==> src/hw/rtl/ps2mct_pkg.sv <==
`timescale 1ns / 1ps
// ----------------------------------------------------------------------------
// ps2mct_pkg
// Shared types, widths, codes and helpers of the mouse packet cursor tracker.
// ----------------------------------------------------------------------------
package ps2mct_pkg;

    localparam int COORD_WIDTH     = 12;
    localparam int SCREEN_WIDTH    = 12;
    localparam int CURSOR_WIDTH    = 12;
    localparam int BUTTON_WIDTH    = 3;
    localparam int DELTA_WIDTH     = 10;
    localparam int CFG_INDEX_WIDTH = 2;
    localparam int CFG_DATA_WIDTH  = 12;
    localparam int WIDE_WIDTH      =
        ((COORD_WIDTH > SCREEN_WIDTH) ? COORD_WIDTH : SCREEN_WIDTH) + 2;

    typedef logic [COORD_WIDTH-1:0]         coord_t;
    typedef logic [SCREEN_WIDTH-1:0]        screen_t;
    typedef logic [CURSOR_WIDTH-1:0]        cursor_t;
    typedef logic [BUTTON_WIDTH-1:0]        button_t;
    typedef logic signed [DELTA_WIDTH-1:0]  delta_t;
    typedef logic signed [WIDE_WIDTH-1:0]   wide_t;
    typedef logic [CFG_INDEX_WIDTH-1:0]     cfg_index_t;
    typedef logic [CFG_DATA_WIDTH-1:0]      cfg_data_t;

    localparam coord_t     COORD_MAX          = '1;
    localparam screen_t    SCREEN_WIDTH_RST   = SCREEN_WIDTH'(1024);
    localparam screen_t    SCREEN_HEIGHT_RST  = SCREEN_WIDTH'(768);
    localparam cfg_index_t REG_SCREEN_WIDTH   = CFG_INDEX_WIDTH'(0);
    localparam cfg_index_t REG_SCREEN_HEIGHT  = CFG_INDEX_WIDTH'(1);

    localparam int SYNC_BIT   = 3;
    localparam int SIGN_X_BIT = 4;
    localparam int SIGN_Y_BIT = 5;

    // packet byte phase
    typedef enum logic [2:0] {
        PH_FLAGS = 3'b001,
        PH_DX    = 3'b010,
        PH_DY    = 3'b100
    } phase_t;

    // decoded packet from assembler to tracker
    typedef struct packed {
        logic    done;
        button_t buttons;
        delta_t  dx;
        delta_t  dy;
    } pkt_t;

    // next cursor state from tracker
    typedef struct packed {
        coord_t  x;
        coord_t  y;
        button_t buttons;
    } cursor_state_t;

    function automatic coord_t limit_of(screen_t s);
        if (wide_t'({1'b0, s}) > wide_t'({1'b0, COORD_MAX}))
            return COORD_MAX;
        return coord_t'(s);
    endfunction

    function automatic coord_t clamp_move(coord_t pos, delta_t d, coord_t hi);
        wide_t sum;
        sum = wide_t'({1'b0, pos}) + wide_t'(d);
        if (sum < 0)
            return '0;
        if (sum > wide_t'({1'b0, hi}))
            return hi;
        return coord_t'(sum);
    endfunction

endpackage

==> src/hw/rtl/ps2mct_byte_if.sv <==
`timescale 1ns / 1ps
// ----------------------------------------------------------------------------
// ps2mct_byte_if
// Request channel carrying one controller byte with its status flags.
// ----------------------------------------------------------------------------
interface ps2mct_byte_if;
    logic       valid;
    logic       ready;
    logic       has_data;
    logic       from_aux;
    logic [7:0] data_byte;

    modport source (output valid, output has_data, output from_aux, output data_byte,
                    input ready);
    modport sink   (input valid, input has_data, input from_aux, input data_byte,
                    output ready);
endinterface

==> src/hw/rtl/ps2mct_cursor_if.sv <==
`timescale 1ns / 1ps
// ----------------------------------------------------------------------------
// ps2mct_cursor_if
// Result channel carrying cursor position, buttons and packet completion.
// ----------------------------------------------------------------------------
interface ps2mct_cursor_if;
    logic                      valid;
    logic                      ready;
    ps2mct_pkg::cursor_t       cursor_x;
    ps2mct_pkg::cursor_t       cursor_y;
    ps2mct_pkg::button_t       button_bits;
    logic                      packet_done;

    modport source (output valid, output cursor_x, output cursor_y,
                    output button_bits, output packet_done, input ready);
    modport sink   (input valid, input cursor_x, input cursor_y,
                    input button_bits, input packet_done, output ready);
endinterface

==> src/hw/rtl/ps2mct_assembler.sv <==
`timescale 1ns / 1ps
// ----------------------------------------------------------------------------
// ps2mct_assembler
// Gathers mouse bytes into three-byte packets and decodes buttons and deltas.
// ----------------------------------------------------------------------------
module ps2mct_assembler
(
    input  logic              clk,
    input  logic              rst_n,
    input  logic              take,
    input  logic [7:0]        data_byte,
    output ps2mct_pkg::pkt_t  pkt
);

    ps2mct_pkg::phase_t phase_reg;
    ps2mct_pkg::phase_t phase_next;
    logic [7:0]         flags_reg;
    logic [7:0]         flags_next;
    logic [7:0]         dx_byte_reg;
    logic [7:0]         dx_byte_next;

    always_comb
    begin
        phase_next   = phase_reg;
        flags_next   = flags_reg;
        dx_byte_next = dx_byte_reg;
        if (take)
        begin
            case (phase_reg)
                ps2mct_pkg::PH_FLAGS:
                begin
                    if (data_byte[ps2mct_pkg::SYNC_BIT])
                    begin
                        flags_next = data_byte;
                        phase_next = ps2mct_pkg::PH_DX;
                    end
                end
                ps2mct_pkg::PH_DX:
                begin
                    dx_byte_next = data_byte;
                    phase_next   = ps2mct_pkg::PH_DY;
                end
                ps2mct_pkg::PH_DY:
                begin
                    phase_next = ps2mct_pkg::PH_FLAGS;
                end
                default:
                begin
                    phase_next = ps2mct_pkg::PH_FLAGS;
                end
            endcase
        end
    end

    // sign bit in flags subtracts 256, dy is flipped so up decreases
    always_comb
    begin
        pkt.done    = take && (phase_reg == ps2mct_pkg::PH_DY);
        pkt.buttons = flags_reg[ps2mct_pkg::BUTTON_WIDTH-1:0];
        pkt.dx      = ps2mct_pkg::delta_t'($signed({flags_reg[ps2mct_pkg::SIGN_X_BIT],
                                                    dx_byte_reg}));
        pkt.dy      = -ps2mct_pkg::delta_t'($signed({flags_reg[ps2mct_pkg::SIGN_Y_BIT],
                                                     data_byte}));
    end

    always_ff @(posedge clk or negedge rst_n)
    begin
        if (!rst_n)
            phase_reg <= ps2mct_pkg::PH_FLAGS;
        else
            phase_reg <= phase_next;
    end

    always_ff @(posedge clk)
    begin
        flags_reg   <= flags_next;
        dx_byte_reg <= dx_byte_next;
    end

    a_sync_required: assert property (@(posedge clk) disable iff (!rst_n)
        (phase_reg == ps2mct_pkg::PH_FLAGS && take && !data_byte[ps2mct_pkg::SYNC_BIT])
        |=> phase_reg == ps2mct_pkg::PH_FLAGS)
        else $error("packet started without sync bit");

    a_done_resets_phase: assert property (@(posedge clk) disable iff (!rst_n)
        pkt.done |=> phase_reg == ps2mct_pkg::PH_FLAGS)
        else $error("phase not back to flags after packet");

endmodule

==> src/hw/rtl/ps2mct_tracker.sv <==
`timescale 1ns / 1ps
// ----------------------------------------------------------------------------
// ps2mct_tracker
// Holds screen size and cursor state, applies packet deltas with clamping.
// ----------------------------------------------------------------------------
module ps2mct_tracker
(
    input  logic                          clk,
    input  logic                          rst_n,
    input  logic                          fire,
    input  ps2mct_pkg::pkt_t              pkt,
    input  logic                          cfg_we,
    input  ps2mct_pkg::cfg_index_t        cfg_index,
    input  ps2mct_pkg::cfg_data_t         cfg_data,
    output ps2mct_pkg::cursor_state_t     state_next
);

    ps2mct_pkg::screen_t width_reg;
    ps2mct_pkg::screen_t width_next;
    ps2mct_pkg::screen_t height_reg;
    ps2mct_pkg::screen_t height_next;
    ps2mct_pkg::coord_t  pos_x_reg;
    ps2mct_pkg::coord_t  pos_y_reg;
    ps2mct_pkg::button_t buttons_reg;
    logic                recentre;
    ps2mct_pkg::screen_t cfg_screen;

    assign cfg_screen = ps2mct_pkg::screen_t'(cfg_data);

    always_comb
    begin
        width_next  = width_reg;
        height_next = height_reg;
        recentre    = 1'b0;
        if (cfg_we)
        begin
            case (cfg_index)
                ps2mct_pkg::REG_SCREEN_WIDTH:
                begin
                    width_next = cfg_screen;
                    recentre   = 1'b1;
                end
                ps2mct_pkg::REG_SCREEN_HEIGHT:
                begin
                    height_next = cfg_screen;
                    recentre    = 1'b1;
                end
                default:
                begin
                    recentre = 1'b0;
                end
            endcase
        end
    end

    always_comb
    begin
        state_next.x       = pos_x_reg;
        state_next.y       = pos_y_reg;
        state_next.buttons = buttons_reg;
        if (fire && pkt.done)
        begin
            state_next.x       = ps2mct_pkg::clamp_move(pos_x_reg, pkt.dx,
                                                        ps2mct_pkg::limit_of(width_reg));
            state_next.y       = ps2mct_pkg::clamp_move(pos_y_reg, pkt.dy,
                                                        ps2mct_pkg::limit_of(height_reg));
            state_next.buttons = pkt.buttons;
        end
    end

    always_ff @(posedge clk or negedge rst_n)
    begin
        if (!rst_n)
        begin
            width_reg   <= ps2mct_pkg::SCREEN_WIDTH_RST;
            height_reg  <= ps2mct_pkg::SCREEN_HEIGHT_RST;
            pos_x_reg   <= ps2mct_pkg::limit_of(ps2mct_pkg::SCREEN_WIDTH_RST >> 1);
            pos_y_reg   <= ps2mct_pkg::limit_of(ps2mct_pkg::SCREEN_HEIGHT_RST >> 1);
            buttons_reg <= '0;
        end
        else
        begin
            width_reg   <= width_next;
            height_reg  <= height_next;
            buttons_reg <= state_next.buttons;
            if (recentre)
            begin
                pos_x_reg <= ps2mct_pkg::limit_of(width_next >> 1);
                pos_y_reg <= ps2mct_pkg::limit_of(height_next >> 1);
            end
            else
            begin
                pos_x_reg <= state_next.x;
                pos_y_reg <= state_next.y;
            end
        end
    end

    a_x_in_screen: assert property (@(posedge clk) disable iff (!rst_n)
        ps2mct_pkg::wide_t'({1'b0, pos_x_reg}) <= ps2mct_pkg::wide_t'({1'b0, width_reg}))
        else $error("cursor x beyond screen width");

    a_y_in_screen: assert property (@(posedge clk) disable iff (!rst_n)
        ps2mct_pkg::wide_t'({1'b0, pos_y_reg}) <= ps2mct_pkg::wide_t'({1'b0, height_reg}))
        else $error("cursor y beyond screen height");

endmodule

==> src/hw/rtl/ps2_mouse_packet_cursor_tracker_core.sv <==
`timescale 1ns / 1ps
// ----------------------------------------------------------------------------
// ps2_mouse_packet_cursor_tracker_core
// Decodes three-byte mouse packets and tracks a clamped cursor position.
//
//   channel      dir  payload
//   byte_in      in   has_data, from_aux, data_byte
//   cursor_out   out  cursor_x, cursor_y, button_bits, packet_done
//   cfg          in   cfg_we, cfg_index, cfg_data (screen width, height)
//
// one byte accepted per cycle while byte_in.ready is high, result held in the output register
// every accepted byte yields one result, completed or not
// byte_in.ready drops only while a result is held and cursor_out.ready is low
// reset gives screen 1024x768 with the cursor centered and no buttons
// a screen size write recenters the cursor
// ----------------------------------------------------------------------------
module ps2_mouse_packet_cursor_tracker_core
(
    input  logic                        clk,
    input  logic                        rst_n,
    ps2mct_byte_if.sink                 byte_in,
    ps2mct_cursor_if.source             cursor_out,
    input  logic                        cfg_we,
    input  ps2mct_pkg::cfg_index_t      cfg_index,
    input  ps2mct_pkg::cfg_data_t       cfg_data
);

    logic                          in_fire;
    logic                          take;
    ps2mct_pkg::pkt_t              pkt;
    ps2mct_pkg::cursor_state_t     state_next;
    logic                          out_valid_reg;
    ps2mct_pkg::cursor_t           cursor_x_reg;
    ps2mct_pkg::cursor_t           cursor_y_reg;
    ps2mct_pkg::button_t           buttons_reg;
    logic                          done_reg;

    assign byte_in.ready = !out_valid_reg || cursor_out.ready;
    assign in_fire       = byte_in.valid && byte_in.ready;
    assign take          = in_fire && byte_in.has_data && byte_in.from_aux;

    ps2mct_assembler u_assembler
    (
        .clk       (clk),
        .rst_n     (rst_n),
        .take      (take),
        .data_byte (byte_in.data_byte),
        .pkt       (pkt)
    );

    ps2mct_tracker u_tracker
    (
        .clk        (clk),
        .rst_n      (rst_n),
        .fire       (take),
        .pkt        (pkt),
        .cfg_we     (cfg_we),
        .cfg_index  (cfg_index),
        .cfg_data   (cfg_data),
        .state_next (state_next)
    );

    always_ff @(posedge clk or negedge rst_n)
    begin
        if (!rst_n)
            out_valid_reg <= 1'b0;
        else if (in_fire)
            out_valid_reg <= 1'b1;
        else if (cursor_out.ready)
            out_valid_reg <= 1'b0;
    end

    always_ff @(posedge clk)
    begin
        if (in_fire)
        begin
            cursor_x_reg <= ps2mct_pkg::cursor_t'(state_next.x);
            cursor_y_reg <= ps2mct_pkg::cursor_t'(state_next.y);
            buttons_reg  <= state_next.buttons;
            done_reg     <= pkt.done;
        end
    end

    assign cursor_out.valid       = out_valid_reg;
    assign cursor_out.cursor_x    = cursor_x_reg;
    assign cursor_out.cursor_y    = cursor_y_reg;
    assign cursor_out.button_bits = buttons_reg;
    assign cursor_out.packet_done = done_reg;

    a_result_from_request: assert property (@(posedge clk) disable iff (!rst_n)
        $rose(out_valid_reg) |-> $past(in_fire))
        else $error("result appeared without an accepted request");

endmodule

==> src/flat_wrapper.sv <==
// flat-port wrapper written by rule: the top's interface ports become plain ports
module ps2_mouse_packet_cursor_tracker_core_flat 
  (clk, rst_n, cfg_we, cfg_index, cfg_data, byte_in_valid, byte_in_has_data, byte_in_from_aux, byte_in_data_byte, byte_in_ready, cursor_out_valid, cursor_out_cursor_x, cursor_out_cursor_y, cursor_out_button_bits, cursor_out_packet_done, cursor_out_ready);
  ps2mct_byte_if byte_in_i ();
  ps2mct_cursor_if cursor_out_i ();
  input  logic clk;
  input  logic rst_n;
  input  logic cfg_we;
  input  ps2mct_pkg::cfg_index_t cfg_index;
  input  ps2mct_pkg::cfg_data_t cfg_data;
  input wire logic [$bits(byte_in_i.valid)-1:0] byte_in_valid;
  input wire logic [$bits(byte_in_i.has_data)-1:0] byte_in_has_data;
  input wire logic [$bits(byte_in_i.from_aux)-1:0] byte_in_from_aux;
  input wire logic [$bits(byte_in_i.data_byte)-1:0] byte_in_data_byte;
  output wire logic [$bits(byte_in_i.ready)-1:0] byte_in_ready;
  output wire logic [$bits(cursor_out_i.valid)-1:0] cursor_out_valid;
  output wire logic [$bits(cursor_out_i.cursor_x)-1:0] cursor_out_cursor_x;
  output wire logic [$bits(cursor_out_i.cursor_y)-1:0] cursor_out_cursor_y;
  output wire logic [$bits(cursor_out_i.button_bits)-1:0] cursor_out_button_bits;
  output wire logic [$bits(cursor_out_i.packet_done)-1:0] cursor_out_packet_done;
  input wire logic [$bits(cursor_out_i.ready)-1:0] cursor_out_ready;
  assign byte_in_i.valid = byte_in_valid;
  assign byte_in_i.has_data = byte_in_has_data;
  assign byte_in_i.from_aux = byte_in_from_aux;
  assign byte_in_i.data_byte = byte_in_data_byte;
  assign byte_in_ready = byte_in_i.ready;
  assign cursor_out_valid = cursor_out_i.valid;
  assign cursor_out_cursor_x = cursor_out_i.cursor_x;
  assign cursor_out_cursor_y = cursor_out_i.cursor_y;
  assign cursor_out_button_bits = cursor_out_i.button_bits;
  assign cursor_out_packet_done = cursor_out_i.packet_done;
  assign cursor_out_i.ready = cursor_out_ready;
  ps2_mouse_packet_cursor_tracker_core u_core (.clk(clk), .rst_n(rst_n), .byte_in(byte_in_i), .cursor_out(cursor_out_i), .cfg_we(cfg_we), .cfg_index(cfg_index), .cfg_data(cfg_data));
endmodule
==> config.mk <==
export PLATFORM = sky130hd
export DESIGN_NAME = ps2_mouse_packet_cursor_tracker_core_flat
export DESIGN_NICKNAME = d
export VERILOG_FILES = /design/src/hw/rtl/ps2mct_pkg.sv /design/src/hw/rtl/ps2mct_byte_if.sv /design/src/hw/rtl/ps2mct_cursor_if.sv /design/src/hw/rtl/ps2mct_assembler.sv /design/src/hw/rtl/ps2mct_tracker.sv /design/src/hw/rtl/ps2_mouse_packet_cursor_tracker_core.sv /design/src/flat_wrapper.sv
export SDC_FILE = /design/constraint.sdc
export NUM_CORES = 1
export LEC_CHECK = 0
export BUFFER_PORTS_ARGS = -buffer_cell sky130_fd_sc_hd__buf_2
export CAP_MARGIN = 20
export CORE_MARGIN = 2
export CORE_UTILIZATION = 38
export CTS_CLUSTER_SIZE = 12
export DETAILED_ROUTE_END_ITERATION = 7
export GPL_ROUTABILITY_DRIVEN = 0
export GPL_TIMING_DRIVEN = 0
export HOLD_SLACK_MARGIN = 0.1
export PLACE_DENSITY_LB_ADDON = 0.15
export SETUP_SLACK_MARGIN = 0.5
export SLEW_MARGIN = 20
export SYNTH_ARGS = -nofsm -noshare
export SYNTH_HDL_FRONTEND = slang
export SYNTH_HIERARCHICAL = 1
export SYNTH_SLANG_ARGS = --single-unit
==> constraint.sdc <==
create_clock -name clk -period 6 [get_ports clk]
set_clock_uncertainty 0.15 [all_clocks]
set_input_delay 0 -clock clk [delete_from_list [all_inputs] [get_ports clk]]
set_output_delay 0 -clock clk [all_outputs]
set_load 0.01 [all_outputs]
==> flow_summary.yaml <==
detailed_routing:
  drt_pass1_iterations: 5
  final_antenna_net_count: 0
  drtIter0Drc: 305
  vias: 4801
  drt_wl_total_um: 16300
  wire_per_inst_um: 18.2
  via_per_inst: 5.36
  drc: 0
synth:
  synth_nets: 662
  synth_top_area_share_pct: 20.6
  synthCells: 580
  synth_top_area_cell: "edfxtp_1"
  ys_ff_latch: 96
  seq_area_frac_synth_pct: 43.9
  synthFlopType: "dfrtp_1"
  ys_types: 64
  syn-cell-area_um2: 5960
  syn-mean-instance-area_um2: 10.3
  synth-warning-count: 6
  synth_enable_flop_cells: 41
  netlist_top_cells_area: "edfxtp_1 (21%), dfrtp_1 (20%), ha_1 (11%)"
  async_flop_share_pct: 57.3
placement:
  hpwl_um: 12100
  port_buffers: 58
  placed_area_um2: 6550
status:
  status: "completed"
sta:
  slew_headroom_pct: 47.3
  final.min_clock_period_ns: 5.13
  max_freq_mhz: 195
  hold_violations: 0
  rsz0062_at_grt: "no"
  post-route-period-util_pct: 85.4
  worst_slew_pin_slew_ns: 0.771
  final-setup-viol-count: 0
  slew_viol_final: 0
  setup_tns_ns: 0
floorplanning:
  core_um2: 15300
  start_util_pct: 39.1
  dieWidth_um: 129
  design.portCount: 59
  row_count: 45
  die_h_um: 129
  die_area_um2: 16700
worst_setup_path:
  worstReg2RegStart: "u_core/u_assembler/flags_reg[4]"
  worstPathMaxFanout: 10
  ff2ff_path_depth: 17
  rrSetupSlack_ns: 0.96
  required_ns: 5.92
  critPathMaxStageDelay_ns: 0.53
  path_delay_family: "simple AND/OR/NAND/NOR gates"
  worst-path-buf-inv: 3
  start_kind: "input port"
  path_class: "in2reg"
  slowest_stage: "dlygate4sd3_1"
  end_kind: "flip-flop"
  crit_chain: "dlygate4sd3_1 > buf_2 > nor4_4 > nand2_1 > xor2_1 > ha_1 > nand2_1 > a2111oi_1 > nor2_2 > nor4b_1 > a311oi_1 > ha_1 > nand4_1 > nor3_2 > a31o_1 > o41ai_2 > o21ai_1 > mux2_2 > buf_2 > mux2i_1 > o21ai_1"
  arrival_ns: 5.05
  r2r_end: "u_core/cursor_out.cursor_x[9]"
layout:
  fin_area_um2: 7150
  antenna_cells: 0
  fill_cells: 1421
  drive_gt1_share_pct: 18.4
  register_area_um2: 2620
  area_growth_syn_to_layout_pct: 20.0
  fin_nets: 762
  multi_input_area_um2: 3100
global_route:
  grt_pass1_wl_um: 26000
  grt_max_degree: 56
  antenna_found_initial: 0
  grt_overflow: 0
  grt_pass1_vias: 4941
  track_usage_pct: 20.9
clocking:
  htreeDepth: 3
  cts_buffers: 9
  cts_tree: "done"
  clk_latency_ns: 0.35
  clkSlewWorstSetupHoldPaths_ns: 0.06
  clockBufferDepth: 2
  clock_sink_count: 96
  root_buffer: "clkbuf_16"
pwr:
  power.leakage_uw: 0.00314
  max-vdd-ir-drop_v: 0.000151
  power_uw: 2230
  powerDensity_nw_per_um2: 312
worst_hold_path:
  hold_class: "in2async"
flow_run:
  maxCapViolations: 0
## layout make-up
type | count | area share, %
Buffer | 22 | 1.64
Clock buffer | 12 | 3.59
Clock inverter | 4 | 0.262
Inverter | 44 | 2.31
Multi-Input combinational cell | 418 | 43.3
Sequential cell | 96 | 36.6
Tap cell | 211 | 3.69
Timing Repair Buffer | 89 | 8.60
## cells in the mapped netlist (3+ instances only)
library cell	number
buf_4	6
nand3_1	8
nand4_1	6
nand2b_1	10
mux2i_1	21
xnor2_1	19
or3_1	4
nand2_1	58
a21o_1	12
a22oi_1	21
nor3_1	7
mux2_2	18
xor2_1	7
a41oi_1	5
dfrtp_1	48
and3_1	3
edfxtp_1	41
a21oi_1	24
ha_1	51
o31ai_1	3
dfstp_2	7
a211oi_1	3
o21ai_1	42
clkbuf_1	14
o21ai_0	20
nor2b_1	6
inv_1	44
nor2_1	25
## how the worst max path moves through the flow
stage / startpoint / to / cells past startpoint
finish: byte_in_data_byte[3] / u_core/cursor_out.cursor_y[7] / 21
global placement: byte_in_data_byte[4] / u_core/cursor_out.cursor_y[4] / 18
global route: byte_in_data_byte[3] / u_core/cursor_out.cursor_y[7] / 21
CTS: byte_in_data_byte[3] / u_core/cursor_out.cursor_y[7] / 19
detailed placement: byte_in_data_byte[4] / u_core/cursor_out.cursor_y[4] / 18
floorplan: u_core/u_assembler/flags_reg[5] / u_core/cursor_out.cursor_y[3] / 16
## per-layer routing
| layer | track usage [%] | share of wire, % |
|---|---|---|
| met5 | 0 | 0 |
| met4 | 9.97 | 4.1 |
| met3 | 3.88 | 3.8 |
| met2 | 36.1 | 50 |
| met1 | 25.0 | 42 |
## through the flow
step | hold WS, ns | std cells | setup slack [ns] | util, %
6_report | 0.0976 | 896 | 0.874 | 46.9
5_1_grt | 0.160 | 896 | 0.508 | 46.9
4_1_cts | 0.107 | 896 | 0.505 | 46.7
3_5_place_dp | -0.0165 | 851 | 0.711 | 43.0
3_3_place_gp | 0.0688 | 849 | 0.773 | 42.7
2_1_floorplan | -0.446 | 580 | 1.65 | -
## layout by cell type (no fill, tap or decap), types with 8 or more instances in the layout
cell type / instances
ha_1: 51
buf_2: 59
clkbuf_1: 15
clkbuf_16: 9
mux2_2: 18
edfxtp_1: 41
inv_1: 44
nor2_1: 24
a22oi_1: 21
xnor2_1: 19
o21ai_1: 42
o21ai_0: 20
nand2_1: 58
nand3_1: 8
a21oi_1: 24
nand2b_1: 10
a21o_1: 12
dfrtp_1: 48
dlygate4sd3_1: 29
mux2i_1: 21
## power breakdown
part | switching (uW) | internal (uW) | total [uW]
clock network | 243 | 300 | 543
registers | 60.5 | 788 | 848
logic | 478 | 365 | 843
## timing repair
item                       in CTS  in global routing
hold endpoints to repair      124                  0
resized for setup               0                  6
hold buffers                   29                  0
buffers inserted                0                  0
setup endpoints to repair       0                 23
## cells by family after synthesis
group | synth area share [%]
multiplexers | 6.92
XOR/XNOR | 3.82
buffers and inverters | 4.74
flip-flops | 43.9
adder cells (fa/ha/maj) | 11.4
AND/OR/NAND/NOR | 12.7
AO/OA/AOI/OAI | 16.6
(Power assumes the default switching activity.)
